**config.mk**
```make
export PLATFORM = sky130hd
export DESIGN_NAME = sound_effect_tone_sequencer_top_flat
export DESIGN_NICKNAME = d
export VERILOG_FILES = /design/src/hw/rtl/setseq_pkg.sv /design/src/hw/rtl/setseq_if.sv /design/src/hw/rtl/sound_effect_tone_sequencer_top.sv /design/src/flat_wrapper.sv
export SDC_FILE = /design/constraint.sdc
export NUM_CORES = 1
export LEC_CHECK = 0
export BUFFER_PORTS_ARGS = -buffer_cell sky130_fd_sc_hd__buf_2
export CAP_MARGIN = 25
export CORE_MARGIN = 1.5
export CORE_UTILIZATION = 61
export CTS_BUF_LIST = sky130_fd_sc_hd__clkbuf_4 sky130_fd_sc_hd__clkbuf_8
export CTS_CLUSTER_DIAMETER = 50
export DETAILED_ROUTE_END_ITERATION = 6
export PLACE_DENSITY = 0.84
export SYNTH_ARGS = -nofsm -noshare
export SYNTH_HDL_FRONTEND = slang
export SYNTH_SLANG_ARGS = --single-unit
```
**constraint.sdc**
```tcl
create_clock -name clk_i -period 7.58 [get_ports clk_i]
set_input_delay 1.137 -clock clk_i [delete_from_list [all_inputs] [get_ports clk_i]]
set_output_delay 1.137 -clock clk_i [all_outputs]
set_load 0.1 [all_outputs]
```
**src/hw/rtl/setseq_pkg.sv**
```systemverilog
// Package for the sound effect tone sequencer: codes, field widths and the
// fixed effect tables with their precomputed timer settings.
// No dependencies; used by the channel interfaces and the top level.
`default_nettype none

package setseq_pkg;

  // Field widths of the two channels and the register port.
  localparam int unsigned PSC_W    = 8;
  localparam int unsigned RELOAD_W = 13;
  localparam int unsigned CMP_W    = 12;
  localparam int unsigned EFF_W    = 3;
  localparam int unsigned STEP_W   = 2;
  localparam int unsigned MS_W     = 8;
  localparam int unsigned PADDR_W  = 3;
  localparam int unsigned PDATA_W  = 32;

  // Operation codes.
  localparam logic OP_TICK    = 1'b0;
  localparam logic OP_TRIGGER = 1'b1;

  // Effect identifiers.
  localparam logic [EFF_W-1:0] EFFECT_NONE = 3'd0;
  localparam logic [EFF_W-1:0] EFFECT_FIRE = 3'd1;
  localparam logic [EFF_W-1:0] EFFECT_TX   = 3'd2;
  localparam logic [EFF_W-1:0] EFFECT_RX   = 3'd3;
  localparam logic [EFF_W-1:0] EFFECT_HIT  = 3'd4;
  localparam logic [EFF_W-1:0] EFFECT_WIN  = 3'd5;
  localparam logic [EFF_W-1:0] EFFECT_LOSE = 3'd6;

  // Register indexes on the configuration port.
  localparam logic REG_TIMER_CLOCK = 1'b0;

  // Reset values.
  localparam logic [PSC_W-1:0]    TIMER_CLOCK_RST = 8'd216;
  localparam logic [RELOAD_W-1:0] RELOAD_RST      = 13'd999;

  // One step of an effect with its tone already turned into timer values:
  // reload = 1000000 / f - 1 and compare = (reload + 1) / 2.
  typedef struct packed {
    logic                tone_on;
    logic [RELOAD_W-1:0] reload;
    logic [CMP_W-1:0]    compare;
    logic [MS_W-1:0]     dur_ms;
  } step_entry_t;

  // Number of steps in an effect; zero marks an unknown id.
  function automatic logic [STEP_W-1:0] seq_len(input logic [EFF_W-1:0] eff);
    logic [STEP_W-1:0] len;
    case (eff)
      EFFECT_FIRE, EFFECT_TX, EFFECT_RX: len = 2'd1;
      EFFECT_HIT, EFFECT_WIN:            len = 2'd3;
      EFFECT_LOSE:                       len = 2'd2;
      default:                           len = 2'd0;
    endcase
    return len;
  endfunction

  // Step table: tone settings and duration for each effect and step.
  function automatic step_entry_t step_lut(input logic [EFF_W-1:0] eff,
                                           input logic [STEP_W-1:0] step);
    step_entry_t e;
    e = '{tone_on: 1'b0, reload: '0, compare: '0, dur_ms: '0};
    case (eff)
      EFFECT_FIRE: if (step == 2'd0) e = '{1'b1, 13'd554, 12'd277, 8'd60};
      EFFECT_TX:   if (step == 2'd0) e = '{1'b1, 13'd832, 12'd416, 8'd20};
      EFFECT_RX:   if (step == 2'd0) e = '{1'b1, 13'd1110, 12'd555, 8'd20};
      EFFECT_HIT: begin
        case (step)
          2'd0:    e = '{1'b1, 13'd2856, 12'd1428, 8'd120};
          2'd1:    e = '{1'b0, 13'd0, 12'd0, 8'd40};
          2'd2:    e = '{1'b1, 13'd3999, 12'd2000, 8'd140};
          default: e = '{1'b0, 13'd0, 12'd0, 8'd0};
        endcase
      end
      EFFECT_WIN: begin
        case (step)
          2'd0:    e = '{1'b1, 13'd1110, 12'd555, 8'd80};
          2'd1:    e = '{1'b1, 13'd713, 12'd357, 8'd80};
          2'd2:    e = '{1'b1, 13'd499, 12'd250, 8'd140};
          default: e = '{1'b0, 13'd0, 12'd0, 8'd0};
        endcase
      end
      EFFECT_LOSE: begin
        case (step)
          2'd0:    e = '{1'b1, 13'd3332, 12'd1666, 8'd180};
          2'd1:    e = '{1'b1, 13'd4999, 12'd2500, 8'd220};
          default: e = '{1'b0, 13'd0, 12'd0, 8'd0};
        endcase
      end
      default: e = '{1'b0, 13'd0, 12'd0, 8'd0};
    endcase
    return e;
  endfunction

endpackage

`default_nettype wire

```
**src/hw/rtl/setseq_if.sv**
```systemverilog
// Valid/ready channel interfaces of the tone sequencer: command beats in,
// timer setting beats out. Depends on setseq_pkg for the field widths.
`default_nettype none

interface setseq_cmd_if;
  logic                           valid;
  logic                           ready;
  logic                           operation;
  logic [setseq_pkg::EFF_W-1:0]   effect_id;
  logic                           force_req;

  modport source (output valid, output operation, output effect_id,
                  output force_req, input ready);
  modport sink   (input valid, input operation, input effect_id,
                  input force_req, output ready);
endinterface

interface setseq_tone_if;
  logic                              valid;
  logic                              ready;
  logic [setseq_pkg::PSC_W-1:0]      prescaler;
  logic [setseq_pkg::RELOAD_W-1:0]   reload;
  logic [setseq_pkg::CMP_W-1:0]      compare;
  logic                              playing;

  modport source (output valid, output prescaler, output reload,
                  output compare, output playing, input ready);
  modport sink   (input valid, input prescaler, input reload,
                  input compare, input playing, output ready);
endinterface

`default_nettype wire

```
**src/hw/rtl/sound_effect_tone_sequencer_top.sv**
```systemverilog
// Top level of the sound effect tone sequencer: step state, timer settings
// and the result register. Depends on setseq_pkg and setseq_if.sv.
//
//  Channel   Dir  Contents                                    Beat when
//  cmd_i     in   operation, effect_id, force_req             valid & ready
//  tone_o    out  prescaler, reload, compare, playing         valid & ready
//  APB       in   timer_clock_mhz at byte address 0           psel & penable
//
// A command beat is accepted in every cycle while the result register is empty or
// being drained, and its result is registered and appears in the next cycle. The
// result comes from the single result register behind the step logic. Reset
// clears the sequence state and loads reload 999 and a timer clock of 216 MHz.
// A stalled result holds cmd_i.ready low until it is taken.
`default_nettype none

module sound_effect_tone_sequencer_top (
  input  wire                               clk_i,
  input  wire                               rst_ni,
  setseq_cmd_if.sink                        cmd_i,
  setseq_tone_if.source                     tone_o,
  input  wire                               psel,
  input  wire                               penable,
  input  wire                               pwrite,
  input  wire  [setseq_pkg::PADDR_W-1:0]    paddr,
  input  wire  [setseq_pkg::PDATA_W-1:0]    pwdata,
  output logic [setseq_pkg::PDATA_W-1:0]    prdata,
  output logic                              pready
);
  import setseq_pkg::*;

  // Configuration and sequence state.
  logic [PSC_W-1:0]    timer_clk_q;
  logic                active_q, active_d;
  logic [EFF_W-1:0]    effect_q, effect_d;
  logic [STEP_W-1:0]   step_q, step_d;
  logic [MS_W-1:0]     remain_q, remain_d;
  logic [RELOAD_W-1:0] reload_q, reload_d;
  logic [CMP_W-1:0]    compare_q, compare_d;
  logic [PSC_W-1:0]    psc_q, psc_d;

  // Result register.
  logic                out_valid_q;
  logic [PSC_W-1:0]    out_psc_q;
  logic [RELOAD_W-1:0] out_reload_q;
  logic [CMP_W-1:0]    out_cmp_q;
  logic                out_play_q;

  logic                accept;
  logic                start;
  logic                trig;
  logic [PSC_W-1:0]    psc_new;
  logic [MS_W-1:0]     remain_dec;
  logic [STEP_W:0]     next_step;
  logic [EFF_W-1:0]    sel_eff;
  logic [STEP_W-1:0]   sel_step;
  logic                load_step;
  step_entry_t         entry;

  // Register port: one register, writes complete in the access phase.
  assign pready = 1'b1;
  assign prdata = (paddr[2] == REG_TIMER_CLOCK) ?
                  {{(PDATA_W-PSC_W){1'b0}}, timer_clk_q} : '0;

  always_ff @(posedge clk_i or negedge rst_ni) begin
    if (!rst_ni) begin
      timer_clk_q <= TIMER_CLOCK_RST;
    end else if (psel && penable && pwrite && pready &&
                 paddr[2] == REG_TIMER_CLOCK) begin
      timer_clk_q <= pwdata[PSC_W-1:0];
    end
  end

  // The result register frees up when it is empty or drained this cycle.
  assign cmd_i.ready = !out_valid_q || tone_o.ready;
  assign accept      = cmd_i.valid && cmd_i.ready;

  // A clock of zero counts as one, giving a prescaler of zero.
  assign psc_new = (timer_clk_q == '0) ? '0 : timer_clk_q - 8'd1;

  assign trig       = (cmd_i.operation == OP_TRIGGER);
  assign start      = trig && (cmd_i.force_req || !active_q) &&
                      (seq_len(cmd_i.effect_id) != '0);
  assign remain_dec = (remain_q != '0) ? remain_q - 8'd1 : '0;
  assign next_step  = {1'b0, step_q} + 3'd1;

  // Pick the step that begins on this beat, if any.
  always_comb begin
    sel_eff   = effect_q;
    sel_step  = next_step[STEP_W-1:0];
    load_step = 1'b0;
    if (start) begin
      sel_eff   = cmd_i.effect_id;
      sel_step  = '0;
      load_step = 1'b1;
    end else if (!trig && active_q && remain_dec == '0 &&
                 next_step < {1'b0, seq_len(effect_q)}) begin
      load_step = 1'b1;
    end
  end

  assign entry = step_lut(sel_eff, sel_step);

  // Next sequence state for the beat being accepted.
  always_comb begin
    active_d  = active_q;
    effect_d  = effect_q;
    step_d    = step_q;
    remain_d  = remain_q;
    reload_d  = reload_q;
    compare_d = compare_q;
    psc_d     = psc_q;
    if (start) begin
      active_d = 1'b1;
      effect_d = cmd_i.effect_id;
      step_d   = '0;
    end else if (!trig && active_q) begin
      remain_d = remain_dec;
      if (remain_dec == '0) begin
        if (load_step) begin
          step_d = next_step[STEP_W-1:0];
        end else begin
          // Last step done: go silent.
          active_d  = 1'b0;
          step_d    = '0;
          compare_d = '0;
        end
      end
    end
    if (load_step) begin
      remain_d = entry.dur_ms;
      if (entry.tone_on) begin
        psc_d     = psc_new;
        reload_d  = entry.reload;
        compare_d = entry.compare;
      end else begin
        compare_d = '0;
      end
    end
  end

  always_ff @(posedge clk_i or negedge rst_ni) begin
    if (!rst_ni) begin
      active_q  <= 1'b0;
      effect_q  <= EFFECT_NONE;
      step_q    <= '0;
      remain_q  <= '0;
      reload_q  <= RELOAD_RST;
      compare_q <= '0;
      psc_q     <= '0;
    end else if (accept) begin
      active_q  <= active_d;
      effect_q  <= effect_d;
      step_q    <= step_d;
      remain_q  <= remain_d;
      reload_q  <= reload_d;
      compare_q <= compare_d;
      psc_q     <= psc_d;
    end
  end

  // Result register: valid flag under reset, payload loaded on accept.
  always_ff @(posedge clk_i or negedge rst_ni) begin
    if (!rst_ni) begin
      out_valid_q <= 1'b0;
    end else if (accept) begin
      out_valid_q <= 1'b1;
    end else if (tone_o.ready) begin
      out_valid_q <= 1'b0;
    end
  end

  always_ff @(posedge clk_i) begin
    if (accept) begin
      out_psc_q    <= psc_d;
      out_reload_q <= reload_d;
      out_cmp_q    <= compare_d;
      out_play_q   <= active_d;
    end
  end

  assign tone_o.valid     = out_valid_q;
  assign tone_o.prescaler = out_psc_q;
  assign tone_o.reload    = out_reload_q;
  assign tone_o.compare   = out_cmp_q;
  assign tone_o.playing   = out_play_q;

  // Silence whenever no effect is playing.
  a_idle_silent: assert property (@(posedge clk_i) disable iff (!rst_ni)
    !active_q |-> compare_q == '0)
    else $error("compare is nonzero while idle");

  // The step index stays inside the running effect.
  a_step_range: assert property (@(posedge clk_i) disable iff (!rst_ni)
    active_q |-> step_q < seq_len(effect_q))
    else $error("step index beyond effect length");

  // An unknown effect never starts a sequence from idle.
  a_unknown_id: assert property (@(posedge clk_i) disable iff (!rst_ni)
    (accept && !active_q && trig && seq_len(cmd_i.effect_id) == '0) |=> !active_q)
    else $error("unknown effect started a sequence");

endmodule

`default_nettype wire

```
**src/flat_wrapper.sv**
```systemverilog
// flat-port wrapper written by rule: the top's interface ports become plain ports
module sound_effect_tone_sequencer_top_flat import setseq_pkg::*;
  (clk_i, rst_ni, psel, penable, pwrite, paddr, pwdata, prdata, pready, cmd_i_valid, cmd_i_operation, cmd_i_effect_id, cmd_i_force_req, cmd_i_ready, tone_o_valid, tone_o_prescaler, tone_o_reload, tone_o_compare, tone_o_playing, tone_o_ready);
  setseq_cmd_if cmd_i_i ();
  setseq_tone_if tone_o_i ();
  input  wire clk_i;
  input  wire rst_ni;
  input  wire psel;
  input  wire penable;
  input  wire pwrite;
  input  wire  [setseq_pkg::PADDR_W-1:0] paddr;
  input  wire  [setseq_pkg::PDATA_W-1:0] pwdata;
  output logic [setseq_pkg::PDATA_W-1:0] prdata;
  output logic pready;
  input wire logic [$bits(cmd_i_i.valid)-1:0] cmd_i_valid;
  input wire logic [$bits(cmd_i_i.operation)-1:0] cmd_i_operation;
  input wire logic [$bits(cmd_i_i.effect_id)-1:0] cmd_i_effect_id;
  input wire logic [$bits(cmd_i_i.force_req)-1:0] cmd_i_force_req;
  output wire logic [$bits(cmd_i_i.ready)-1:0] cmd_i_ready;
  output wire logic [$bits(tone_o_i.valid)-1:0] tone_o_valid;
  output wire logic [$bits(tone_o_i.prescaler)-1:0] tone_o_prescaler;
  output wire logic [$bits(tone_o_i.reload)-1:0] tone_o_reload;
  output wire logic [$bits(tone_o_i.compare)-1:0] tone_o_compare;
  output wire logic [$bits(tone_o_i.playing)-1:0] tone_o_playing;
  input wire logic [$bits(tone_o_i.ready)-1:0] tone_o_ready;
  assign cmd_i_i.valid = cmd_i_valid;
  assign cmd_i_i.operation = cmd_i_operation;
  assign cmd_i_i.effect_id = cmd_i_effect_id;
  assign cmd_i_i.force_req = cmd_i_force_req;
  assign cmd_i_ready = cmd_i_i.ready;
  assign tone_o_valid = tone_o_i.valid;
  assign tone_o_prescaler = tone_o_i.prescaler;
  assign tone_o_reload = tone_o_i.reload;
  assign tone_o_compare = tone_o_i.compare;
  assign tone_o_playing = tone_o_i.playing;
  assign tone_o_i.ready = tone_o_ready;
  sound_effect_tone_sequencer_top u_core (.clk_i(clk_i), .rst_ni(rst_ni), .cmd_i(cmd_i_i), .tone_o(tone_o_i), .psel(psel), .penable(penable), .pwrite(pwrite), .paddr(paddr), .pwdata(pwdata), .prdata(prdata), .pready(pready));
endmodule
```
==> impl_metrics.py <==
metrics = {
    "final_layout": {
        "area_growth_pct": 9.351,
        "most-common-layout-cells": "buf_2, dfrtp_1, nand2_1",
        "nNetsFinal": 580,
        "layoutNonFillerInstCount": 635,
        "layout_commonest_cell": "buf_2",
        "drive_gt1_share_pct": 28.68,
        "antennaDiodeCount": 0,
    },
    "pwr": {
        "vdd_drop_max_mv": 0.1597,
        "p_int_mw": 1.087,
        "combPwrFrac_pct": 43.3,
        "pwr-share-clk_pct": 18.9,
        "switchingPower_mw": 0.8804,
        "pwr-share-seq_pct": 37.8,
        "p_sw_share_pct": 44.74,
        "total_leakage_power_nw": 2.492,
        "power_density_nw_per_um2": 345.7,
    },
    "placement": {
        "numPlacedInstances": 618,
        "hpwlAfterDp_mm": 7.348,
        "gp_congestion": 0.9639,
        "io_buffers": 64,
    },
    "hold_path": {
        "hold_path_class": "reg2reg",
        "hold_end": "u_core.compare_q[5]$_DFFE_PN0P_",
        "min-delay-start": "u_core.compare_q[5]$_DFFE_PN0P_",
        "whs_path_depth": 2,
    },
    "logic_synthesis": {
        "yosysSeqAreaShare_pct": 46.83,
        "ys.flop_type": "dfrtp_1",
        "synth_edf_count": 34,
        "synth_cell_types": 76,
        "synthCells": 472,
        "ys_async_sr_fraction_pct": 62.22,
        "ys_seq_elements": 90,
        "netlist_area_um2": 5205,
        "avgSynthCellArea_um2": 11.03,
        "yosys_warnings": 0,
    },
    "global_routing": {
        "grt_max_degree": 57,
        "antenna_found_initial": 0,
        "grt.overflow.total": 0,
        "grt_pass1_wl_mm": 17.93,
        "grt_usage_pct": 25.39,
        "first_global_vias": 3763,
    },
    "setup_path": {
        "required_ns": 7.67,
        "cp-end-kind": "register",
        "r2r_setup_slack_ns": 3.22,
        "reg2reg_from": "u_core.active_q$_DFFE_PN0P_",
        "cpPeakStageDelay_ns": 0.63,
        "critical-path-top-delay-family": "simple AND/OR/NAND/NOR gates",
        "cp.arrival_ns": 4.92,
        "path_buf_inv": 4,
        "cp_common_cell": "inv_1",
        "worstSetupPathType": "in2reg",
        "critPathMaxFanout": 35,
        "rr_endpoint": "u_core.tone_o.reload[0]$_DFFE_PP_",
        "path_cells": "buf_2 -> nand2b_1 -> and4_1 -> nor2_1 -> inv_1 -> ha_1 -> inv_1 -> or4b_1 -> nor3_1 -> nor4b_2 -> nor2b_2 -> buf_4 -> mux2_2",
        "cp-start-kind": "primary input",
        "reg2reg_depth": 12,
        "slowest_stage": "or4b_1",
    },
    "floorplan": {
        "rows": 33,
        "core_area_um2": 8258,
        "start_util_pct": 63.03,
        "die_w_um": 95.38,
        "ioPinCount": 116,
        "die_area_um2": 9096,
        "die_h_um": 95.38,
    },
    "timing": {
        "setup_viol": 0,
        "drv_slew": 0,
        "hold_viol": 0,
        "post-route-period-util_pct": 63.74,
        "fin_skew_ns": 0.01915,
        "rsz0062_at_grt": "false",
        "fin_crit_ns": 4.832,
        "tns_ns": 0,
        "max_slew_margin_pct": 44.94,
        "worstMarginPinSlew_ns": 0.8233,
        "fmax_mhz": 207.0,
    },
    "drt": {
        "drc": 0,
        "final_antenna_net_count": 0,
        "wl_per_cell_um": 17.39,
        "dr.pass1.iters": 5,
        "detailroute.via_count": 3946,
        "vias_per_cell": 6.214,
        "wl_mm": 11.04,
        "drt_iter0_drc": 219,
    },
    "cts": {
        "cts_resized": 0,
        "clock_latency_ns": 0.35,
        "hold_buffers": 0,
        "postCtsSetupRepairBufs": 0,
        "cts_max_level": 3,
        "cts_buffer_depth": 2,
        "cts_tree": "done",
        "clkSinkCount": 90,
        "numCtsBuffers": 9,
        "cts_root_buffer": "clkbuf_8",
        "clk_pin_slew_worst_paths_ns": 0.09,
    },
    "flow_run": {
        "cap_viol_max_count": 0,
    },
    "run_status": {
        "status": "complete, no violations",
    },
}
## cells in the mapped netlist (4+ instances only)
cell type  number  area share, %
dfrtp_1        44             21
nand2_1        39            2.8
edfxtp_1       34             20
buf_4          29            4.2
mux2_2         25            5.4
o21ai_0        24            2.3
a22o_1         20            3.4
inv_1          17            1.2
nor2_1         17            1.2
mux2_1         14            3.0
a21oi_1        13            1.2
dfstp_2        12            6.1
nand2b_1       11            1.3
nor2b_1        11            1.3
nor3_1         11            1.1
clkbuf_1       10           0.72
mux2_4         10            2.9
nand3_1        10           0.96
buf_2           9           0.87
ha_1            7            1.7
a31oi_1         6           0.72
o211ai_1        6           0.87
or3_1           6           0.72
a32o_1          5           0.96
nand3b_1        4           0.58
nor4_1          4           0.48
## how the worst max path moves through the flow
stage / start / endpoint / slack, ns / depth (start not counted)
detailed placement: cmd_i_force_req / u_core.tone_o.reload[9]$_DFFE_PP_ / 2.48 / 13
CTS: cmd_i_force_req / u_core.tone_o.reload[0]$_DFFE_PP_ / 2.82 / 13
global placement: cmd_i_force_req / u_core.tone_o.reload[0]$_DFFE_PP_ / 2.53 / 13
finish: cmd_i_force_req / u_core.tone_o.reload[0]$_DFFE_PP_ / 2.75 / 13
global route: cmd_i_force_req / u_core.tone_o.reload[0]$_DFFE_PP_ / 2.55 / 13
floorplan: cmd_i_force_req / u_core.tone_o.prescaler[4]$_DFFE_PP_ / 3.31 / 14
## registers in the layout, summed over array words and instances (netlist names)
name / flops
u_core.tone_o.playing: 1
u_core.tone_o.prescaler: 8
u_core.tone_o.reload: 13
u_core.tone_o.compare: 12
u_core.psc_q: 8
u_core.remain_q: 8
u_core.active_q: 1
u_core.reload_q: 13
u_core.tone_o.valid: 1
u_core.timer_clk_q: 8
u_core.effect_q: 3
u_core.step_q: 2
u_core.compare_q: 12
## final cells by class
cell class / instances / area [um2]
well taps: 105 / 131.4
inverters: 17 / 63.81
clock inverters: 6 / 96.34
fillers: 617 / 2566
clock buffers: 10 / 131.4
repair buffers: 70 / 377.9
multi-input cells: 337 / 2454
flip-flops and latches: 90 / 2437
## worst register-to-register path, delay by kind of cell, from the launching register on
family,cells,cell delay (ns)
buf+inv,3,0.65
fa+ha+maj,1,0.31
simple gates,7,2.32
mux,1,0.40
flops,1,0.42
## routing by layer
| layer | global-route usage (%) | routed length [um] | share of wire, % |
|---|---|---|---|
| met1 | 34.29 | 4703 | 43 |
| met2 | 40.90 | 5476 | 50 |
| met3 | 3.589 | 586 | 5.3 |
| met4 | 11.03 | 276 | 2.5 |
| met5 | 0 | 0 | 0 |
## power groups by stage
| stage | logic, mW | registers [mW] | clock network, mW |
|---|---|---|---|
| floorplan | 0.546 | 0.897 | 0 |
| global placement | 0.807 | 0.738 | 0 |
| detailed placement | 0.833 | 0.748 | 0 |
| CTS | 0.844 | 0.740 | 0.374 |
| global route | 0.908 | 0.757 | 0.394 |
| finish | 0.852 | 0.743 | 0.373 |
## metrics by stage
stage / util, % / worst slack, ns / power [mW] / hold WS, ns / cell area [um2]
3_5_place_dp: 65.92 / 2.478 / 1.581 / 0.4553 / 5444
2_1_floorplan: - / 3.312 / 1.443 / 0.4386 / 5291
3_3_place_gp: 65.92 / 2.534 / 1.544 / 0.4501 / 5444
4_1_cts: 68.68 / 2.825 / 1.958 / 0.4755 / 5672
5_1_grt: 68.92 / 2.553 / 2.060 / 0.5258 / 5692
6_report: 68.92 / 2.748 / 1.968 / 0.4756 / 5692
## cells by family (layout without fill, tap and decap cells)
logic type,Yosys count,in the layout,share of synthesized area (%)
AND/OR/NAND/NOR,140,140,14.98
AO/OA/AOI/OAI,111,111,16.15
flip-flops,90,90,46.83
buffers and inverters,68,103,7.813
multiplexers,50,50,11.51
adder cells (fa/ha/maj),8,8,2.067
XOR/XNOR,3,3,0.5049
other,2,25,0.1443
Power figures use the tool's default switching activity.
